$ cat config.mk
export PLATFORM = sky130hd
export DESIGN_NAME = rgbhsi_sat_div
export DESIGN_NICKNAME = d
export VERILOG_FILES = /design/src/sv/rgbhsi_pkg.sv /design/src/sv/rgbhsi_sat_div.sv
export SDC_FILE = /design/constraint.sdc
export NUM_CORES = 1
export LEC_CHECK = 0
export BUFFER_PORTS_ARGS = -buffer_cell sky130_fd_sc_hd__buf_2
export CAP_MARGIN = 10
export CORE_MARGIN = 2
export CORE_UTILIZATION = 61
export CTS_BUF_LIST = sky130_fd_sc_hd__clkbuf_8
export CTS_CLUSTER_DIAMETER = 80
export CTS_CLUSTER_SIZE = 14
export DETAILED_ROUTE_END_ITERATION = 8
export HOLD_SLACK_MARGIN = 0.02
export PLACE_DENSITY_LB_ADDON = 0.3
export SYNTH_ARGS = -nofsm -noshare
export SYNTH_HDL_FRONTEND = slang
export SYNTH_SLANG_ARGS = --single-unit
export TNS_END_PERCENT = 50
$ cat constraint.sdc
create_clock -name clk -period 5.65 [get_ports clk]
set_clock_uncertainty 0.2 [all_clocks]
set_input_delay 0.565 -clock clk [delete_from_list [all_inputs] [get_ports clk]]
set_output_delay 0.565 -clock clk [all_outputs]
set_load 0.02 [all_outputs]
$ cat src/sv/rgbhsi_pkg.sv
// Package: shared widths, constants and the CORDIC angle table.
`timescale 1ns / 1ps
package rgbhsi_pkg;
  localparam int HUE_FRAC_BITS_DEF = 13;
  localparam int ANG_FRAC = 24;
  localparam int CORDIC_STEPS = 24;
  localparam int SQRT3_Q16 = 113512;
  localparam int PI_Q24 = 52707179;
  localparam int TWO_PI_Q24 = 105414357;
  // CORDIC vector width: |x|,|y| < 2^26 grows by about 1.65
  localparam int CW = 30;
  localparam int ZW = 28;
  // saturation numerator reaches 510*2^16 + 510
  localparam int SATW = 26;

  typedef logic signed [CW-1:0] cvec_t;
  typedef logic signed [ZW-1:0] ang_t;

  // Per-item side data that travels alongside the CORDIC
  typedef struct packed {
    logic       grey;
    logic       gb_zero;
    logic       xv_pos;
    logic       mirror;
    logic [9:0] sum;
    logic [7:0] mn;
  } side_t;

  function automatic ang_t atan_q24(input int i);
    ang_t t;
    case (i)
      0: t = 28'd13176795;  1: t = 28'd7778716;  2: t = 28'd4110060;
      3: t = 28'd2086331;   4: t = 28'd1047214;  5: t = 28'd524117;
      6: t = 28'd262123;    7: t = 28'd131069;
      default: t = ang_t'(28'd1 << (ANG_FRAC - i));
    endcase
    return t;
  endfunction
endpackage

$ cat src/sv/rgbhsi_sat_div.sv
// Pipelined restoring divider for saturation, one quotient bit per stage.
`timescale 1ns / 1ps
module rgbhsi_sat_div import rgbhsi_pkg::*; (
  input  logic            clk,
  input  logic [SATW-1:0] num,
  input  logic [10:0]     den,
  output logic [15:0]     quo
);
  // quotient < 2^16 so 16 stages; remainder kept 12 bits
  localparam int QB = 16;
  logic [SATW-1:0] n [QB+1];
  logic [11:0]     r [QB+1];
  logic [QB-1:0]   q [QB+1];
  logic [10:0]     d [QB+1];
  assign n[0] = num;
  assign r[0] = 12'(num >> QB);
  assign q[0] = '0;
  assign d[0] = den;
  for (genvar i = 0; i < QB; i++) begin : g_div
    logic [12:0] t;
    logic [12:0] diff;
    assign t = {r[i], n[i][QB-1-i]};
    assign diff = t - {2'b0, d[i]};
    always_ff @(posedge clk) begin
      n[i+1] <= n[i];
      d[i+1] <= d[i];
      if (!diff[12]) begin
        r[i+1] <= diff[11:0];
        q[i+1] <= {q[i][QB-2:0], 1'b1};
      end else begin
        r[i+1] <= t[11:0];
        q[i+1] <= {q[i][QB-2:0], 1'b0};
      end
    end
  end
  assign quo = q[QB];
endmodule

==> flow_metrics.tcl <==
set metrics [dict create \
    status "completed" \
    via_per_inst 5.39 \
    crit_fanout 12 \
    drt_first_pass_iters 5 \
    numClockSinks 601 \
    cts-root-buf "clkbuf_8" \
    clock_latency_ns 0.63 \
    final_cell_mix "dfxtp_1 (601), inv_1 (221), ha_1 (175)" \
    period_share_pct 61.6 \
    first_iter_violations 613 \
    p_per_area_mw_per_mm2 621 \
    fin_nets 2434 \
    synth_edf_count 0 \
    wl_per_cell_um 14.5 \
    ff2ff_path_depth 10 \
    final_layout_size_suffix_gt1_share_pct 11.9 \
    dp_cells 2587 \
    crit_path_end "g_div[4].t[2]$_DFF_P_" \
    core_area_mm2 0.0368 \
    clkTransAtPathRegs_ns 0.09 \
    synthFlopType "dfxtp_1" \
    die_y_um 198 \
    yosysSeqAreaShare_pct 52.6 \
    synth_warnings 0 \
    synth_nets 2324 \
    postRouteAntennaNets 0 \
    hold_path_class "register to register" \
    place_ws_ns 2.21 \
    yosys-top-cells-area "dfxtp_1 (53%), ha_1 (9.6%), mux2_2 (4.5%), inv_1 (3.6%), xnor2_1 (3.4%)" \
    place.port_buffers 53 \
    clock_path_buffers 3 \
    vias 14400 \
    routed_wl_um 38900 \
    grt_usage_pct 20.2 \
    start_util_pct 62.2 \
    drc 0 \
    cts_buffers 48 \
    timing.rr.start "g_div[3].t[0]$_DFF_P_" \
    placed_area_mm2 0.0235 \
    ys_ff_latch 601 \
    die_x_um 198 \
    start_kind "register" \
    ctsHtreeMaxLevel 2 \
    timing.fmax_mhz 287 \
    setup-violations-final 0 \
    fin_ws_ns 2.17 \
    max-vdd-ir-drop_v 0.000275 \
    cts-resized-gates 0 \
    cp.required_ns 5.96 \
    reg2reg_to "g_div[4].t[2]$_DFF_P_" \
    rsz0062_at_grt "false" \
    num_antenna_cells 0 \
    dpl.hpwl_um 29000 \
    reg2reg_setup_slack_ns 2.17 \
    yosysTopAreaCellShare_pct 52.6 \
    fillers 2828 \
    endpoint_kind "register" \
    num_rows 70 \
    grt_pass1_wl_um 64800 \
    synth.avg_cell_area_um2 10.9 \
    path_class "register to register" \
    grt_pass1_vias 14300 \
    post_cts_buffers 0 \
    antenna_found_initial 0 \
    area_delta_synth_final_pct 7.34 \
    io_pins 54 \
    final_util_pct 66.8 \
    fin_setup_tns_ns 0 \
    grt_overflow 0 \
    ys_types 69 \
    synth_area_mm2 0.0229 \
    layoutNonFillerInstCount 2674 \
    final_area_mm2 0.0246 \
    p_leak_nw 11.1 \
    dieArea_mm2 0.0391 \
    hold_viol 0 \
    gp_congestion 0.884 \
    worst_pin_slew_ns 1.03 \
    layout_commonest_cell "dfxtp_1" \
    synth_cells 2096 \
    maxCapViolCount 0 \
    async_reset_ff_share_pct 0 \
    cts_tree "done" \
    cp-startpoint "g_div[3].t[0]$_DFF_P_" \
    drv_slew 0 \
    arrival_ns 3.79 \
    yosysTopAreaCell "dfxtp_1" \
    fin_crit_ns 3.48 \
    slew_headroom_pct 30.9 \
    grt_max_degree 20 \
]
[layer usage]
metal / vias to the layer above / share of wire (%) / GRT usage (%)
li1: 7405 / - / -
met1: 6622 / 42 / 22.2
met2: 283 / 51 / 38.2
met3: 101 / 3.7 / 3.53
met4: 0 / 3.5 / 8.44
met5: - / 0 / 0
[cell families (layout without fill, tap and decap cells)]
| group | count (synthesis) | after routing | share of synthesized area, % |
|---|---|---|---|
| multiplexers | 121 | 121 | 6.09 |
| AND/OR/NAND/NOR | 304 | 304 | 6.28 |
| XOR/XNOR | 116 | 116 | 4.64 |
| other | 1 | 1 | 0.0164 |
| buffers and inverters | 256 | 366 | 4.77 |
| adder cells (fa/ha/maj) | 190 | 190 | 10.9 |
| flip-flops | 601 | 601 | 52.6 |
| AO/OA/AOI/OAI | 507 | 507 | 14.8 |
[registers in the layout (all words and copies together) (netlist names)]
register and cells:
n 105, quo 16, q 120, g_div.t 195, d 165
[how the worst min path moves through the flow]
stage / from / to / slack [ns] / cells after the start
after floorplan: n[187]$_DFF_P_ / g_div[10].t[0]$_DFF_P_ / 0.11 / 0
after global placement: q[80]$_DFF_P_ / q[65]$_DFF_P_ / 0.11 / 0
after detailed placement: n[157]$_DFF_P_ / n[131]$_DFF_P_ / 0.11 / 0
after CTS: n[131]$_DFF_P_ / n[105]$_DFF_P_ / 0.10 / 0
after global routing: n[131]$_DFF_P_ / n[105]$_DFF_P_ / 0.12 / 0
final: n[131]$_DFF_P_ / n[105]$_DFF_P_ / 0.11 / 0
[where the power goes]
part           switching, mW  internal (mW)
combinational           3.54           3.56
sequential             0.604           5.55
clock                   1.23          0.775
total                   5.38           9.89
[metrics by stage]
stage / hold slack [ns] / power [mW]
5_1_grt: 0.121 / 16.4
3_3_place_gp: 0.110 / 13.0
2_1_floorplan: 0.110 / 12.0
6_report: 0.112 / 15.3
4_1_cts: 0.103 / 15.4
3_5_place_dp: 0.112 / 13.3
[critical path, cell delays in order, from the launching register on]
cell	delay [ns]
dfxtp_1	0.30
inv_1	0.06
ha_1	0.17
inv_1	0.06
fa_1	0.43
a211oi_1	0.23
nor2_1	0.11
o31ai_2	0.38
o311ai_1	0.20
nor2_1	0.81
mux2_2	0.42
[cell type report]
type | count | area, um^2 | share of cell area, %
sequential | 601 | 12000 | 49.0
multi-input combinational | 1239 | 9770 | 39.8
inverter | 220 | 826 | 3.36
timing repair buffer | 96 | 681 | 2.77
clock buffer | 49 | 674 | 2.74
tap | 468 | 586 | 2.38
clock inverter | 1 | 3.75 | 0.0153
[Yosys cell counts, types with 14 or more instances]
cell        n
nor2b_1    46
a21oi_1   139
o31ai_1    17
mux2_4     14
fa_1       15
a31o_2     28
o21a_1     19
a211o_1    15
xor2_1     21
o211ai_1   14
xnor2_1    89
ha_1      175
a211oi_1   29
inv_1     220
a21o_1     48
o21ai_0    98
mux2_2     91
o31a_1     17
dfxtp_1   601
nor2_1    115
nand2_1    61
buf_4      18
a31oi_1    21
nand3_1    20
mux2i_1    16
[what timing repair did]
action | 4_1_cts | 5_1_grt
setup endpoints to repair | 0 | 0
hold endpoints to repair | 37 | 0
hold buffers | 37 | 0
(Power assumes the default switching activity.)
