==> config.mk <==
export PLATFORM = sky130hd
export DESIGN_NAME = rgbhsi_cordic_stage
export DESIGN_NICKNAME = d
export VERILOG_FILES = /design/src/sv/rgbhsi_pkg.sv /design/src/sv/rgbhsi_cordic_stage.sv
export SDC_FILE = /design/constraint.sdc
export NUM_CORES = 1
export LEC_CHECK = 0
export BUFFER_PORTS_ARGS = -buffer_cell sky130_fd_sc_hd__buf_4
export CORE_MARGIN = 2
export CORE_UTILIZATION = 40
export DETAILED_ROUTE_END_ITERATION = 10
export PLACE_DENSITY = 0.64
export SLEW_MARGIN = 10
export SYNTH_ARGS = -nofsm -noshare
export SYNTH_HDL_FRONTEND = slang
export SYNTH_SLANG_ARGS = --single-unit
==> constraint.sdc <==
create_clock -name clk -period 4.7 [get_ports clk]
set_input_delay 0.705 -clock clk [delete_from_list [all_inputs] [get_ports clk]]
set_output_delay 0.705 -clock clk [all_outputs]
set_load 0.005 [all_outputs]
==> src/sv/rgbhsi_pkg.sv <==
// Package: shared widths, constants and the CORDIC angle table.
`timescale 1ns / 1ps
package rgbhsi_pkg;
  localparam int HUE_FRAC_BITS_DEF = 13;
  localparam int ANG_FRAC = 24;
  localparam int CORDIC_STEPS = 24;
  localparam int SQRT3_Q16 = 113512;
  localparam int PI_Q24 = 52707179;
  localparam int TWO_PI_Q24 = 105414357;
  // CORDIC vector width: |x|,|y| < 2^26 grows by about 1.65
  localparam int CW = 30;
  localparam int ZW = 28;
  // saturation numerator reaches 510*2^16 + 510
  localparam int SATW = 26;

  typedef logic signed [CW-1:0] cvec_t;
  typedef logic signed [ZW-1:0] ang_t;

  // Per-item side data that travels alongside the CORDIC
  typedef struct packed {
    logic       grey;
    logic       gb_zero;
    logic       xv_pos;
    logic       mirror;
    logic [9:0] sum;
    logic [7:0] mn;
  } side_t;

  function automatic ang_t atan_q24(input int i);
    ang_t t;
    case (i)
      0: t = 28'd13176795;  1: t = 28'd7778716;  2: t = 28'd4110060;
      3: t = 28'd2086331;   4: t = 28'd1047214;  5: t = 28'd524117;
      6: t = 28'd262123;    7: t = 28'd131069;
      default: t = ang_t'(28'd1 << (ANG_FRAC - i));
    endcase
    return t;
  endfunction
endpackage

==> src/sv/rgbhsi_cordic_stage.sv <==
// One vectoring CORDIC iteration with a register behind it.
`timescale 1ns / 1ps
module rgbhsi_cordic_stage import rgbhsi_pkg::*; #(
  parameter int STEP = 0
) (
  input  logic  clk,
  input  logic  rst,
  input  logic  vin,
  input  cvec_t xin,
  input  cvec_t yin,
  input  ang_t  zin,
  input  side_t sin,
  output logic  vout,
  output cvec_t xout,
  output cvec_t yout,
  output ang_t  zout,
  output side_t sout
);
  cvec_t xs, ys;
  assign xs = xin >>> STEP;
  assign ys = yin >>> STEP;

  always_ff @(posedge clk) begin
    if (rst) vout <= 1'b0;
    else vout <= vin;
    sout <= sin;
    if (!yin[CW-1]) begin
      xout <= xin + ys;
      yout <= yin - xs;
      zout <= zin + atan_q24(STEP);
    end else begin
      xout <= xin - ys;
      yout <= yin + xs;
      zout <= zin - atan_q24(STEP);
    end
  end
endmodule

==> results of run 1 <==
## layer usage
metal | wire length (um) | part of all wire
met2 | 11700 | 0.46
met1 | 11200 | 0.44
met5 | 0 | 0
met3 | 2260 | 0.089
met4 | 227 | 0.0089
## placed cells by master, fill, tap and decap left out, types with 9 or more instances in the layout
| cell type | count |
|---|---|
| a211oi_1 | 9 |
| a21o_1 | 27 |
| a21oi_1 | 110 |
| a31oi_1 | 14 |
| buf_4 | 225 |
| clkbuf_16 | 9 |
| dfxtp_1 | 110 |
| ha_1 | 113 |
| inv_1 | 95 |
| mux2i_1 | 17 |
| nand2_1 | 50 |
| nand2b_1 | 14 |
| nand3_1 | 18 |
| nand4_1 | 10 |
| nor2_1 | 79 |
| nor2b_1 | 16 |
| nor3_1 | 22 |
| o211ai_1 | 12 |
| o21a_1 | 13 |
| o21ai_0 | 66 |
| o21bai_1 | 18 |
| o31ai_1 | 11 |
| xnor2_1 | 58 |
| xor2_1 | 21 |
## flip-flops by register name, indices dropped and copies added, names as in the netlist
name / cells
sout: 22
vout: 1
xout: 30
yout: 29
zout: 28
## area by class of cell
cell class | instances | area, um^2
Clock buffer | 9 | 225
Clock inverter | 7 | 91.3
Fill cell | 2081 | 10400
Inverter | 101 | 379
Multi-Input combinational cell | 795 | 5700
Sequential cell | 110 | 2200
Tap cell | 275 | 344
Timing Repair Buffer | 225 | 1690
## path summary, 6_finish.rpt
path | start | depth (start not counted) | to | slack (ps)
setup / recovery | yin[29] | 12 | zout[24] | 1220
hold / removal | sin[0] | 1 | sout[0] | 450
## report_power, final
| part | internal [mW] | switching [mW] | total [mW] |
|---|---|---|---|
| Sequential | 1.12 | 0.0578 | 1.17 |
| Clock | 0.383 | 0.419 | 0.802 |
| Combinational | 0.612 | 0.653 | 1.26 |
| Total | 2.11 | 1.13 | 3.24 |
## worst max-delay path: stages
cell,delay (ps)
buf_4,330
inv_1,350
fa_1,530
a21o_1,210
a211oi_1,320
nor3_1,130
o211ai_1,250
o31ai_1,110
a21oi_1,250
o21a_1,250
o21ai_0,130
xor2_1,150
## cell families after synthesis
logic type / after synthesis / synth area share
AO/OA/AOI/OAI: 331 / 0.248
AND/OR/NAND/NOR: 251 / 0.143
buffers and inverters: 141 / 0.0761
adder cells (fa/ha/maj): 117 / 0.175
flip-flops: 110 / 0.257
XOR/XNOR: 79 / 0.0809
multiplexers: 17 / 0.0199
## metrics by stage
| stage | std cells | setup slack [ps] | total power [mW] |
|---|---|---|---|
| floorplan | 1046 | 1570 | 1.90 |
| global placement | 1506 | 915 | 2.46 |
| detailed placement | 1506 | 831 | 2.45 |
| CTS | 1522 | 1210 | 3.28 |
| global route | 1522 | 969 | 3.46 |
| finish | 1522 | 1220 | 3.24 |
==> results.ini, run 1 <==
[place]
dpl_cell_area_um2=10300
hpwl_mm=20.1
place_congestion=0.909
io_buffers=223

[global_routing]
grt.busiest_layer=met2
grt_pass1_wl_mm=39.0
grt_max_degree=54
met3_usage=0.0427
grt_antenna_before_repair=0
track_usage=0.219
gr-usage-met2=0.364
gr-total-overflow=0
grt_pass1_vias=7585
grtUsageMet1=0.297

[routing]
vias=8175
via_per_inst=5.37
routedWlPerCell_um=16.7
drtIter0Drc=604
totalWireLength_mm=25.4
drc_errors=0
drt-pass1-iter-count=5
ant_nets=0

[die]
die_area_um2=22600
die_h_um=150
die_x_um=150
start_util=0.407
boundaryPins=224
core.rowCount=53
coreArea_um2=21000

[power_and_ir_drop]
leakagePower_nw=5.11
power_density_nw_per_um2=305
ir_worst_vdd_mv=0.232

[sta]
holdWs_ps=448
maxSlewHeadroom=0.527
tns_ps=0
slew_viol_final=0
tightest_slew_ps=705
post-route-period-util=0.740
finalCriticalPeriod_ps=3480
setup_violations=0
fmax_ghz=0.287
hold_violations=0
grt_setup_unrepaired=no

[final_layout]
num_antenna_cells=0
drive_above_1_share=0.211
syn2layout_area_growth_pct=24.3
postLayoutCoreUtil=0.506
nNetsFinal=1472
final_cell_area_um2=10600

[setup_path]
cp.required_ps=4950
crit_type=primary input to flip-flop
critPathArrivalTime_ps=3730
cp_max_fo=30
end_kind=flip-flop
cp-start-kind=primary input

[synthesis]
yosys-top-cells-count=113 x ha_1, 110 x a21oi_1, 110 x dfxtp_1
synth_edf_count=0
synth_top_cell_by_area=dfxtp_1
synth_top_area_share=0.257
synth_area_leaders=dfxtp_1 26%, ha_1 17%, a21oi_1 6.4%
syn-instance-count=1046
postSynthAreaPerCell_um2=8.18
yosysSeqAreaShare=0.257
synth_area_um2=8550
synth_ff_type=dfxtp_1
synth.most_common_cell=ha_1
async_reset_ff_frac=0
syn_nets=1276
synth_seq_cells=110
ys_types=79
yosysWarnings=0

[clock_tree]
post-cts-setup-buffer-count=0
numCtsBuffers=9
htree_levels=3
clockBufferDepth=2
cts_tree=done
ctsHoldBuffers=0
clock-sinks=110
path_clk_slew_ps=80
clockRootBuffer=clkbuf_16
cts_resized=0

[outcome]
status=completed

[min_path]
holdCritPathClass=primary input to flip-flop

[job]
cap_violations=0

Note: power is estimated with default switching activity, not from simulation.
==> run 2, diff against run 1 <==
--- a/config.mk
+++ b/config.mk
@@ -5,11 +5,12 @@
 export SDC_FILE = /design/constraint.sdc
 export NUM_CORES = 1
 export LEC_CHECK = 0
+export ABC_AREA = 1
 export BUFFER_PORTS_ARGS = -buffer_cell sky130_fd_sc_hd__buf_4
 export CORE_MARGIN = 2
 export CORE_UTILIZATION = 40
 export DETAILED_ROUTE_END_ITERATION = 10
-export PLACE_DENSITY = 0.64
+export PLACE_DENSITY = 0.65
 export SLEW_MARGIN = 10
 export SYNTH_ARGS = -nofsm -noshare
 export SYNTH_HDL_FRONTEND = slang
==> constraint.sdc (replaced) <==
create_clock -name clk -period 2.9 [get_ports clk]
set_input_delay 0.435 -clock clk [delete_from_list [all_inputs] [get_ports clk]]
set_output_delay 0.435 -clock clk [all_outputs]
set_load 0.005 [all_outputs]
==> results.ini, run 2 <==
[place]
place_congestion=0.936  ; +3.0%
dp_slack_ps=419  ; -413 ps
io_buffers=223  ; unchanged
dpl_cell_area_um2=12500  ; +22%
hpwl_mm=30.3  ; +51%

[die]
coreArea_um2=26200  ; +25%
boundaryPins=224  ; unchanged
core.rowCount=59  ; +11%
start_util=0.409  ; +0.00200
die_x_um=168  ; +12%
die_h_um=168  ; +12%
die_area_um2=28100  ; +25%

[min_path]
holdCritPathClass=primary input to flip-flop
holdPathEnd=sout[6]
hold_depth=1  ; unchanged
min_from=sin[6]

[clock_tree]
path_clk_slew_ps=90  ; about the same
clock-sinks=110  ; unchanged
cts_resized=0  ; unchanged
cts_tree=done
ctsHoldBuffers=0  ; unchanged
numCtsBuffers=9  ; unchanged
clockBufferDepth=2  ; unchanged
post-cts-setup-buffer-count=0  ; unchanged
htree_levels=3  ; unchanged
clockRootBuffer=clkbuf_16

[sta]
holdWs_ps=156  ; -292 ps
fmax_ghz=0.472
hold_violations=0  ; unchanged
setup_violations=0  ; unchanged
tns_ps=0  ; unchanged
grt_setup_unrepaired=no
maxSlewHeadroom=0.512  ; -0.0151
post-route-period-util=0.731
finalCriticalPeriod_ps=2120
slew_viol_final=0  ; unchanged
layout_setup_ws_ps=781  ; -439 ps
tightest_slew_ps=732  ; +27.4 ps

[global_routing]
gr-total-overflow=0  ; unchanged
track_usage=0.252  ; +0.0333
met3_usage=0.0340  ; -0.00869
grt_pass1_vias=11290  ; +49%
grt_max_degree=62  ; +15%
gr-usage-met2=0.444  ; +0.0797
grt.busiest_layer=met2
grtUsageMet1=0.319  ; +0.0213
grt_antenna_before_repair=0  ; unchanged
grt_pass1_wl_mm=56.4  ; +44%

[final_layout]
drive_above_1_share=0.160  ; -0.0509
final_cell_mix=554 x nand2_1, 277 x inv_1, 228 x buf_4
top_regs=xout x30, yout x29, zout x28
top_register=xout
final_common_cell=nand2_1
syn2layout_area_growth_pct=20.0
num_antenna_cells=0  ; unchanged
nNetsFinal=2175  ; +48%
largest_reg_flops=30  ; unchanged
final_cell_area_um2=12900  ; +21%

[setup_path]
cp-start-kind=primary input
crit_type=primary input to flip-flop
worstPathCellList=buf_4 -> inv_1 -> ha_1 -> nand2_1 -> nor2_1 -> nand2_1 -> nor2_1 -> nand2_1 -> nand3_1 -> nand2_1 -> nand3_1 -> nand2_1
crit_path_max_incr_delay_ps=550  ; +20 ps
end_kind=flip-flop
cp_max_fo=11  ; -63%
critPathSlowestCell=ha_1
critPathArrivalTime_ps=2370  ; -1360 ps
cp_common_cell=nand2_1
cp.required_ps=3150  ; -1800 ps

[job]
cap_violations=0  ; unchanged

[routing]
drt-pass1-iter-count=5  ; unchanged
drtIter0Drc=706  ; +17%
totalWireLength_mm=35.8  ; +41%
vias=11519  ; +41%
via_per_inst=5.04  ; -6.1%
routedWlPerCell_um=15.7  ; -6.1%
drc_errors=0  ; unchanged
ant_nets=0  ; unchanged

[power_and_ir_drop]
power_density_nw_per_um2=437  ; +43%
leakagePower_nw=7.14  ; +40%
p_total_mw=5.61  ; +73%
ir_worst_vdd_mv=0.257  ; +11%

[synthesis]
async_reset_ff_frac=0  ; unchanged
syn-instance-count=1746  ; +67%
ys_types=46  ; -42%
synth_area_um2=10700  ; +25%
synth_fa_ha_area_frac=0.139  ; -0.0352
muxShareOfSynthArea=0.000934  ; -0.0190
synth-simple-area-share=0.374  ; +0.231
syn_nets=1976  ; +55%
synth_seq_cells=110  ; unchanged
postSynthAreaPerCell_um2=6.14  ; -25%
synth_top_cell_by_area=dfxtp_1
yosysSeqAreaShare=0.206  ; -0.0519
yosysWarnings=0  ; unchanged
yosys-top-cells-count=554 x nand2_1, 277 x inv_1, 142 x nand3_1
synth_area_leaders=dfxtp_1 21%, nand2_1 19%, ha_1 13%
synth_ff_type=dfxtp_1
synth_top_area_share=0.206  ; -0.0519
synth_compound_area_frac=0.114  ; -0.134
synth_xor_area_frac=0.0376  ; -0.0433
synth.most_common_cell=nand2_1
synth_top_family_by_area=simple AND/OR/NAND/NOR gates
synth_edf_count=0  ; unchanged

[outcome]
status=completed

run 2: worst max-delay path by stage:
stage                 start        to  slack [ps]  depth (start not counted)
floorplan           yin[29]  zout[18]         790                         12
global placement     xin[0]  xout[24]         440                         12
detailed placement   xin[4]  yout[25]         420                         12
CTS                  xin[4]  yout[25]         800                         12
global route         xin[4]  yout[25]         580                         12
finish              xin[19]  xout[23]         780                         12
run 2: area by class of cell:
cell class / instances / area [um^2]
clock inverters: 7 / 96.3
fillers: 2833 / 13300
flip-flops and latches: 110 / 2200
repair buffers: 228 / 1710
clock buffers: 9 / 225
well taps: 335 / 419
inverters: 286 / 1080
multi-input cells: 1310 / 7130
run 2: worst max-delay path: cells and delay by family:
kind	cells	cell delay (ps)
adder cells (fa/ha/maj)	1	550
buffers and inverters	2	130
AND/OR/NAND/NOR	9	1260
run 2: cell families after synthesis:
group,count (synthesis)
adder cells (fa/ha/maj),117
AND/OR/NAND/NOR,926
XOR/XNOR,46
buffers and inverters,326
multiplexers,1
AO/OA/AOI/OAI,220
flip-flops,110
run 2: power breakdown:
group | internal (mW) | switching, mW
combinational | 0.956 | 1.41
sequential | 1.76 | 0.0817
clock | 0.645 | 0.758
total | 3.36 | 2.25
run 2: per-stage QoR:
step	std cells	utilization
after floorplan	1746	-
after global placement	2269	0.478
after detailed placement	2269	0.478
after CTS	2285	0.491
after global routing	2285	0.491
final	2285	0.491
run 2: layer usage:
layer,vias to the layer above,part of all wire
li1,5896,-
met1,5182,0.45
met2,386,0.47
met3,55,0.051
met4,0,0.028
met5,-,0
